===== config.mk =====
export PLATFORM = sky130hd
export DESIGN_NAME = debounced_brushed_motor_mode_control
export DESIGN_NICKNAME = d
export VERILOG_FILES = /design/src/hdl/dbmmc_pkg.sv /design/src/hdl/debounced_brushed_motor_mode_control.sv
export SDC_FILE = /design/constraint.sdc
export NUM_CORES = 1
export LEC_CHECK = 0
export ABC_AREA = 1
export BUFFER_PORTS_ARGS = -buffer_cell sky130_fd_sc_hd__buf_4
export CAP_MARGIN = 0
export CORE_ASPECT_RATIO = 0.9
export CORE_MARGIN = 5
export CORE_UTILIZATION = 30
export CTS_BUF_LIST = sky130_fd_sc_hd__clkbuf_2
export DETAILED_ROUTE_END_ITERATION = 10
export SETUP_SLACK_MARGIN = 0.15
export SLEW_MARGIN = 20
export SYNTH_ARGS = -nofsm -noshare
export SYNTH_HDL_FRONTEND = slang
export SYNTH_SLANG_ARGS = --single-unit

===== constraint.sdc =====
create_clock -name clk_i -period 7.53 [get_ports clk_i]
set_input_delay 0.3765 -clock clk_i [delete_from_list [all_inputs] [get_ports clk_i]]
set_output_delay 0.3765 -clock clk_i [all_outputs]
set_load 0.02 [all_outputs]

===== src/hdl/dbmmc_pkg.sv =====
// Package for the debounced brushed motor mode controller.
// Holds the payload word types, mode codes and duty scaling constants.
// No dependencies.
package dbmmc_pkg;

  // Input word opcodes.
  localparam logic OP_TICK  = 1'b0;
  localparam logic OP_FRAME = 1'b1;

  // Mode codes as reported in the result word.
  localparam logic [1:0] MODE_REST  = 2'd0;
  localparam logic [1:0] MODE_DRIVE = 2'd1;
  localparam logic [1:0] MODE_DECAY = 2'd2;

  // Configuration register indexes.
  localparam logic [1:0] REG_PWM_PERIOD = 2'd0;
  localparam logic [1:0] REG_FRAME_ID   = 2'd1;
  localparam logic [1:0] REG_DEBOUNCE   = 2'd2;

  localparam logic [15:0] PWM_PERIOD_RST = 16'd2399;
  localparam logic [10:0] FRAME_ID_RST   = 11'd3;
  localparam logic [7:0]  DEBOUNCE_RST   = 8'd50;

  // Speed saturation and duty scaling: duty = min(speed, 25) * period * 8 / 250.
  // The product speed * period * 4 is below 2^23 and is divided by 125 with a
  // reciprocal multiply: ceil(2^30 / 125), exact for every value below 2^30 / 51.
  localparam logic [7:0]  SPEED_CAP  = 8'd25;
  localparam int          SCALED_W   = 23;
  localparam logic [23:0] DUTY_RECIP = 24'd8589935;
  localparam int          RECIP_SHIFT = 30;
  localparam int          RECIP_PROD_W = SCALED_W + 24;

  typedef enum logic [2:0] {
    ST_REST  = 3'b001,
    ST_DRIVE = 3'b010,
    ST_DECAY = 3'b100
  } mode_state_e;

  typedef struct packed {
    logic        opcode;
    logic [10:0] frame_id;
    logic [7:0]  frame_first_byte;
  } in_item_t;

  typedef struct packed {
    logic [1:0]  mode;
    logic        high_side_on;
    logic        low_side_on;
    logic [15:0] duty_compare;
  } out_item_t;

endpackage


===== src/hdl/debounced_brushed_motor_mode_control.sv =====
// Top level of the debounced brushed motor mode controller.
// Depends on dbmmc_pkg for payload types, mode codes and duty constants.
//
// The block accepts one word per clock cycle while in_ready_o is high. A frame
// word whose identifier matches frame_id_q replaces the held speed and
// produces no result. A tick word produces one result: switch drives and PWM
// compare for the mode the tick starts in, after which the debounce counters
// advance and may change the mode. Words pass through three registers: the
// input register, where the mode and speed state are updated in order, a
// product register holding speed * period * 4, and the result register,
// filled after a reciprocal multiply by 1/125. Backpressure on the result side
// stalls the pipeline, while frames keep being absorbed as long as the input
// register can drain.
module debounced_brushed_motor_mode_control (
  input  logic                clk_i,
  input  logic                rst_ni,
  input  logic                cfg_we_i,
  input  logic [1:0]          cfg_idx_i,
  input  logic [15:0]         cfg_wdata_i,
  input  logic                in_valid_i,
  output logic                in_ready_o,
  input  dbmmc_pkg::in_item_t in_item_i,
  output logic                out_valid_o,
  input  logic                out_ready_i,
  output dbmmc_pkg::out_item_t out_item_o
);

  // Configuration registers.
  logic [15:0] pwm_period_q;
  logic [10:0] frame_id_q;
  logic [7:0]  debounce_q;

  always_ff @(posedge clk_i or negedge rst_ni) begin
    if (!rst_ni) begin
      pwm_period_q <= dbmmc_pkg::PWM_PERIOD_RST;
      frame_id_q   <= dbmmc_pkg::FRAME_ID_RST;
      debounce_q   <= dbmmc_pkg::DEBOUNCE_RST;
    end else if (cfg_we_i) begin
      unique case (cfg_idx_i)
        dbmmc_pkg::REG_PWM_PERIOD: pwm_period_q <= cfg_wdata_i;
        dbmmc_pkg::REG_FRAME_ID:   frame_id_q   <= cfg_wdata_i[10:0];
        dbmmc_pkg::REG_DEBOUNCE:   debounce_q   <= cfg_wdata_i[7:0];
        default: ;
      endcase
    end
  end

  // Pipeline handshake.
  logic                a_valid_q;
  dbmmc_pkg::in_item_t a_item_q;
  logic                b_valid_q;
  logic                a_adv;
  logic                b_free;
  logic                b_adv;
  logic                c_free;
  logic                a_is_tick;

  assign c_free     = !out_valid_o || out_ready_i;
  assign b_adv      = b_valid_q && c_free;
  assign b_free     = !b_valid_q || c_free;
  assign a_is_tick  = (a_item_q.opcode == dbmmc_pkg::OP_TICK);
  assign a_adv      = a_valid_q && (!a_is_tick || b_free);
  assign in_ready_o = !a_valid_q || a_adv;

  always_ff @(posedge clk_i or negedge rst_ni) begin
    if (!rst_ni) begin
      a_valid_q <= 1'b0;
    end else if (in_ready_o) begin
      a_valid_q <= in_valid_i;
    end
  end

  always_ff @(posedge clk_i) begin
    if (in_ready_o && in_valid_i) begin
      a_item_q <= in_item_i;
    end
  end

  // Mode and speed state, updated as each word leaves the input register.
  dbmmc_pkg::mode_state_e mode_q, mode_d;
  logic [7:0] speed_q, speed_d;
  logic [7:0] r2d_cnt_q, r2d_cnt_d;
  logic [7:0] d2s_cnt_q, d2s_cnt_d;
  logic [7:0] s2d_cnt_q, s2d_cnt_d;
  logic [7:0] s2r_cnt_q, s2r_cnt_d;

  logic [1:0]  res_mode;
  logic        res_hs;
  logic        res_ls;
  logic [4:0]  speed_sat;
  logic [20:0] speed_period;
  logic [dbmmc_pkg::SCALED_W-1:0] scaled;
  logic        speed_zero;

  assign speed_zero   = (speed_q == 8'd0);
  assign speed_sat    = (speed_q > dbmmc_pkg::SPEED_CAP) ? dbmmc_pkg::SPEED_CAP[4:0]
                                                         : speed_q[4:0];
  assign speed_period = 21'(speed_sat) * 21'(pwm_period_q);

  always_comb begin
    mode_d    = mode_q;
    speed_d   = speed_q;
    r2d_cnt_d = r2d_cnt_q;
    d2s_cnt_d = d2s_cnt_q;
    s2d_cnt_d = s2d_cnt_q;
    s2r_cnt_d = s2r_cnt_q;
    res_mode  = dbmmc_pkg::MODE_REST;
    res_hs    = 1'b0;
    res_ls    = 1'b0;
    scaled    = '0;

    if (!a_is_tick) begin
      if (a_item_q.frame_id == frame_id_q) begin
        speed_d = a_item_q.frame_first_byte;
      end
    end else begin
      unique case (mode_q)
        dbmmc_pkg::ST_DRIVE: begin
          res_mode = dbmmc_pkg::MODE_DRIVE;
          res_hs   = 1'b1;
          res_ls   = 1'b1;
          scaled   = {speed_period, 2'b00};
          d2s_cnt_d = speed_zero ? d2s_cnt_q + 8'd1 : 8'd0;
          if (d2s_cnt_d > debounce_q) begin
            mode_d    = dbmmc_pkg::ST_DECAY;
            d2s_cnt_d = 8'd0;
          end
        end
        dbmmc_pkg::ST_DECAY: begin
          res_mode = dbmmc_pkg::MODE_DECAY;
          res_ls   = 1'b1;
          if (speed_zero) begin
            s2d_cnt_d = 8'd0;
            s2r_cnt_d = s2r_cnt_q + 8'd1;
          end else begin
            s2r_cnt_d = 8'd0;
            s2d_cnt_d = s2d_cnt_q + 8'd1;
          end
          // The return to drive takes precedence over the return to rest.
          if (s2d_cnt_d > debounce_q) begin
            s2d_cnt_d = 8'd0;
            s2r_cnt_d = 8'd0;
            mode_d    = dbmmc_pkg::ST_DRIVE;
          end else if (s2r_cnt_d > debounce_q) begin
            s2d_cnt_d = 8'd0;
            s2r_cnt_d = 8'd0;
            mode_d    = dbmmc_pkg::ST_REST;
          end
        end
        default: begin
          r2d_cnt_d = speed_zero ? 8'd0 : r2d_cnt_q + 8'd1;
          if (r2d_cnt_d > debounce_q) begin
            mode_d    = dbmmc_pkg::ST_DRIVE;
            r2d_cnt_d = 8'd0;
          end else begin
            mode_d = dbmmc_pkg::ST_REST;
          end
        end
      endcase
    end
  end

  always_ff @(posedge clk_i or negedge rst_ni) begin
    if (!rst_ni) begin
      mode_q    <= dbmmc_pkg::ST_REST;
      speed_q   <= 8'd0;
      r2d_cnt_q <= 8'd0;
      d2s_cnt_q <= 8'd0;
      s2d_cnt_q <= 8'd0;
      s2r_cnt_q <= 8'd0;
    end else if (a_adv) begin
      mode_q    <= mode_d;
      speed_q   <= speed_d;
      r2d_cnt_q <= r2d_cnt_d;
      d2s_cnt_q <= d2s_cnt_d;
      s2d_cnt_q <= s2d_cnt_d;
      s2r_cnt_q <= s2r_cnt_d;
    end
  end

  // Product stage.
  logic [1:0]  b_mode_q;
  logic        b_hs_q;
  logic        b_ls_q;
  logic [dbmmc_pkg::SCALED_W-1:0] b_scaled_q;

  always_ff @(posedge clk_i or negedge rst_ni) begin
    if (!rst_ni) begin
      b_valid_q <= 1'b0;
    end else if (b_free) begin
      b_valid_q <= a_adv && a_is_tick;
    end
  end

  always_ff @(posedge clk_i) begin
    if (b_free && a_adv && a_is_tick) begin
      b_mode_q   <= res_mode;
      b_hs_q     <= res_hs;
      b_ls_q     <= res_ls;
      b_scaled_q <= scaled;
    end
  end

  // Divide by 125 through the reciprocal.
  logic [dbmmc_pkg::RECIP_PROD_W-1:0] recip_prod;

  assign recip_prod = dbmmc_pkg::RECIP_PROD_W'(b_scaled_q)
                    * dbmmc_pkg::RECIP_PROD_W'(dbmmc_pkg::DUTY_RECIP);

  // Result register.
  logic                 out_valid_q;
  dbmmc_pkg::out_item_t out_item_q;

  always_ff @(posedge clk_i or negedge rst_ni) begin
    if (!rst_ni) begin
      out_valid_q <= 1'b0;
    end else if (c_free) begin
      out_valid_q <= b_valid_q;
    end
  end

  always_ff @(posedge clk_i) begin
    if (b_adv) begin
      out_item_q.mode         <= b_mode_q;
      out_item_q.high_side_on <= b_hs_q;
      out_item_q.low_side_on  <= b_ls_q;
      out_item_q.duty_compare <= recip_prod[dbmmc_pkg::RECIP_SHIFT +: 16];
    end
  end

  assign out_valid_o = out_valid_q;
  assign out_item_o  = out_item_q;

endmodule


* Word level (Yosys, flattened, before mapping)
Cells that the tools add are included.
Storage, ports and cells: flip-flop bits (word level) 148, bits of input ports 43, output and inout port bits 22, word-level logic and storage cells 93
Operators by class: $add $sub $neg 4, multiply operators 2, magnitude comparators 5, equal/unequal tests 7, mux-type cells 23, bitwise operators 3, reduce and logical (&&, ||, !) cells 25
Operator list (number):
- 2-to-1 mux 8 bit | 14
- multiplier 23 x 24 -> 46 bit, second input constant | 1
- adder 8 x 1 -> 8 bit, second input constant | 4
- > comparator 8 bit | 4
- multiplier 5 x 16 -> 21 bit | 1
- AND reduction 3 bit | 4
- == test 11 bit | 1
- 2-to-1 mux 3 bit | 3
- > comparator 8 x 5 -> 1 bit, second input constant | 1
- zero test 8 bit | 1
- logical AND 1 bit | 6
- case mux 3 bit (2 select lines) | 1
- AND reduction 2 bit | 3
- 2-to-1 mux 5 bit | 1
- logical OR 1 bit | 4
- case mux 2 bit (2 select lines) | 1
- AND reduction 4 bit | 1
- OR reduction 2 bit | 2
- == test 3 x 2 -> 1 bit, second input constant | 1
- == test 3 bit, second input constant | 1
- zero test 1 bit | 3
- != test 3 bit, second input constant | 1
- inverter 1 bit | 3
- == test 2 x 1 -> 1 bit, second input constant | 1
- 5 further kinds | 6

* Logic depth before layout (Yosys ltp)
depth in word-level cells 8, gate-level depth with buffers 26, depth with buffers taken out 26

* Least setup slack after synthesis
Ideal clock, no wire load.
kind register -> register, start point register b_scaled_q[20] (netlist name), end point register out_item_q, in the netlist out_item_o[11], data pin, setup time 253 ps, arrival time 5396 ps, required time 7277 ps, setup slack 1881 ps, stages on the path, launching flop included 21, path buffers 0, period minus slack after synthesis 5649 ps, cell sequence edfxtp_1 > fa_1 > inv_1 > fa_1 > inv_1 > fa_1 > fa_1 > fa_1 > inv_1 > fa_1 > inv_1 > fa_1 > ha_1 > a21oi_1 > o21ai_0 > a21oi_1 > nor2_1 > a21oi_1 > nand3_1 > nand2_1 > nand2_1
On the way: longest elaborated chain between the ends 1
RTL lines:
- start, declared | line debounced_brushed_motor_mode_control.sv:185 | logic [dbmmc_pkg::SCALED_W-1:0] b_scaled_q;
- start signal, assigned | line debounced_brushed_motor_mode_control.sv:200 | b_scaled_q <= scaled;
- multiplier 23 x 24 -> 46 bit | line debounced_brushed_motor_mode_control.sv:208 | * dbmmc_pkg::RECIP_PROD_W'(dbmmc_pkg::DUTY_RECIP);
- named net recip_prod, one bit | line debounced_brushed_motor_mode_control.sv:205 | logic [dbmmc_pkg::RECIP_PROD_W-1:0] recip_prod;
- end, declared | line debounced_brushed_motor_mode_control.sv:212 | dbmmc_pkg::out_item_t out_item_q;
The timed path passes the listed nets, and every way through them passes these cells. A chain may end at the register's enable or synchronous reset.

* Worst setup path in the final report
Ends and elaborated chain as after synthesis.

==> flow_summary.ini <==
[run_status]
status = complete, but fails checks
violations = negative hold slack

[logic_synthesis]
synth_top_area_share_pct = 20.74
synth.most_common_cell = inv_1
synth_common_cells = inv_1 (493), nand2_1 (381), ha_1 (291), nor2_1 (191), fa_1 (183)
ys_seq_area_share_pct = 22.28
synth-edff-count = 63
synth_nets = 2628
synthCells = 2111
yosysTopAreaCell = fa_1
avgSynthCellArea_um2 = 8.368
async_flop_share_pct = 56.25
synth_ff_type = dfrtp_1
ys_top_cells_by_area = fa_1 (21%), ha_1 (21%), edfxtp_1 (11%), inv_1 (10%), dfrtp_1 (9.5%)
yosys_warnings = 0
ys_types = 47
syn_area_um2 = 17660
ys_ff_latch = 144

[cts]
htree_levels = 4
clkTransAtPathRegs_ns = 0.39
cts.sinks = 144
insertion_delay_ns = 0.96
cts_root_buf = clkbuf_2
cts_repair_resize_count = 0
cts_tree = yes
ctsLongestPathBuffers = 2
post_cts_buffers = 0
numCtsBuffers = 17
holdBufCountCts = 40

[setup_path]
endpoint_kind = flip-flop
crit_required_ns = 8.21
crit_family = adder cells
path_buf_inv = 4
crit_path_start_kind = flip-flop
cp_data_arrival_time_ns = 6.71
path_class = flip-flop to flip-flop
cp_max_fo = 8
max_stage_delay_ns = 0.63
cp_cell_sequence = fa_1, inv_1, fa_1, inv_1, fa_1, fa_1, fa_1, inv_1, fa_1, inv_1, fa_1, ha_1, a21oi_1, o21ai_0, a21oi_1, nor2_1, a21oi_1, nand3_1, nand2_1, nand2_1
slowest_stage = fa_1
crit_top_cell = fa_1

[sta]
finalCritPeriodShare_pct = 80.12
relSlewSlack_pct = 33.16
rsz0062_at_grt = no
hold_viol = 2
fin_skew_ns = 0.1352
setup_viol = 0
drv_slew = 0
timing.final.crit_period_ns = 6.033
fmax_mhz = 165.8
fin_tns_setup_ns = 0
holdWs_ns = -0.01507
worst_pin_slew_ns = 0.9998

[floorplanning]
ios = 65
initial_core_util_pct = 30.28
die_w_um = 265.8
coreArea_um2 = 58330
rows = 84
die-area_um2 = 63840
die_h_um = 240.2

[min_path]
hold_path_class = primary input to asynchronous set/reset pin

[drt]
dr_total_vias = 13990
routedWlPerCell_um = 14.94
dr.first_iter.drc_count = 834
drc = 0
postRouteWirelength_mm = 44.95
firstDrtPassIters = 7
antenna_left = 0
routed_via_density = 4.649

[finish]
regArea_um2 = 3936
n_fill_cell = 6049
num-nets-final = 2735
drive_gt1_share_pct = 6.186
syn2layout_area_growth_pct = 11.52
post-route-util_pct = 33.77
multiInputGateArea_um2 = 11790

[run]
maxCapViolations = 0

[placed_design]
globalplace.congestion = 0.9512
hpwl_mm = 37.30
numPortBuffers = 64

[global_route]
grt_max_degree = 82
grt_first_pass_wirelength_mm = 73.95
grt_pass1_vias = 14380
antenna_found_initial = 2
grt_usage_pct = 14.24
grt_overflow = 0
state kept, by name, summed over array words and instances, names as in the netlist, 3 cells and up:
name,cells
b_scaled_q,21
a_item_q,20
out_item_o,19
pwm_period_q,16
frame_id_q,11
d2s_cnt_q,8
debounce_q,8
r2d_cnt_q,8
s2d_cnt_q,8
s2r_cnt_q,8
speed_q,8
mode_q,3
layer usage:
metal  track usage [%]  wire, µm  share of wire, %  vias to the layer above
li1                  -         -                 -                     6879
met5                 0         0                 0                        -
met2             23.53     20280                45                      335
met1             20.02     22060                49                     6713
met3             1.975      1897               4.2                       58
met4             3.198       717               1.6                        0
final cells by class:
type | count | area share [%]
inverter | 495 | 9.445
tap | 774 | 4.916
antenna | 3 | 0.03811
multi-input combinational | 1454 | 59.86
sequential | 144 | 19.98
clock buffer | 17 | 0.4319
timing repair buffer | 106 | 4.567
clock inverter | 15 | 0.7558
metrics by stage:
stage,hold slack [ns],cells,setup WS (ns),cell area (µm²)
2_1_floorplan,0.08091,2111,1.881,17660
4_1_cts,0.02625,3005,1.491,19680
5_1_grt,0.03356,3006,1.211,19690
3_3_place_gp,0.4184,2933,1.518,19040
3_5_place_dp,0.4186,2933,1.489,19040
6_report,-0.01507,3008,1.497,19700
final timing paths:
path                               endpoint      startpoint  slack (ns)  cells past startpoint
max in group asynchronous        speed_q[0]          rst_ni        6.92                      2
max                          out_item_o[11]  b_scaled_q[20]        1.50                     20
min                        pwm_period_q[13]          rst_ni       -0.02                      2
min in group clk_i            debounce_q[5]        cfg_we_i        0.10                      3
min reg2reg                  out_item_o[19]     b_mode_q[1]        0.46                      0
max reg2reg                  out_item_o[11]  b_scaled_q[20]        1.50                     20
worst reg2reg max path, cell delays in order (launching register included):
cell and delay [ns]:
edfxtp_1 0.61, fa_1 0.63, inv_1 0.07, fa_1 0.50, inv_1 0.06, fa_1 0.52
fa_1 0.52, fa_1 0.54, inv_1 0.06, fa_1 0.53, inv_1 0.06, fa_1 0.47
ha_1 0.34, a21oi_1 0.18, o21ai_0 0.16, a21oi_1 0.19, nor2_1 0.06, a21oi_1 0.17
nand3_1 0.09, nand2_1 0.07, nand2_1 0.05
layout by cell type (no fill, tap or decap), drive strengths merged, types with 26 or more instances in the layout:
cell	synthesis	routed
nand2	383	383
a21oi	117	117
nand4	26	26
o21ai	107	107
dlygate4sd3	0	40
buf	9	66
fa	183	183
nand3	64	64
edfxtp	63	63
nor2	197	197
dfrtp	67	67
inv	495	503
ha	291	291
cell families (layout without fill, tap and decap cells):
group                      count (synthesis)  count (layout)  synth area share (%)
buffers and inverters                    513             633                 11.05
other                                      0               3                     0
AOI/OAI and AO/OA                        269             269                 8.259
and+or+nand+nor                          701             701                 16.56
xor gates and xnor gates                  10              10                0.4958
adders and majority gates                474             474                 41.35
DFF                                      144             144                 22.28
Power is left out: the tool's default activity adds up to more than one toggle a clock period on the data nets, which glitch-free logic cannot reach.
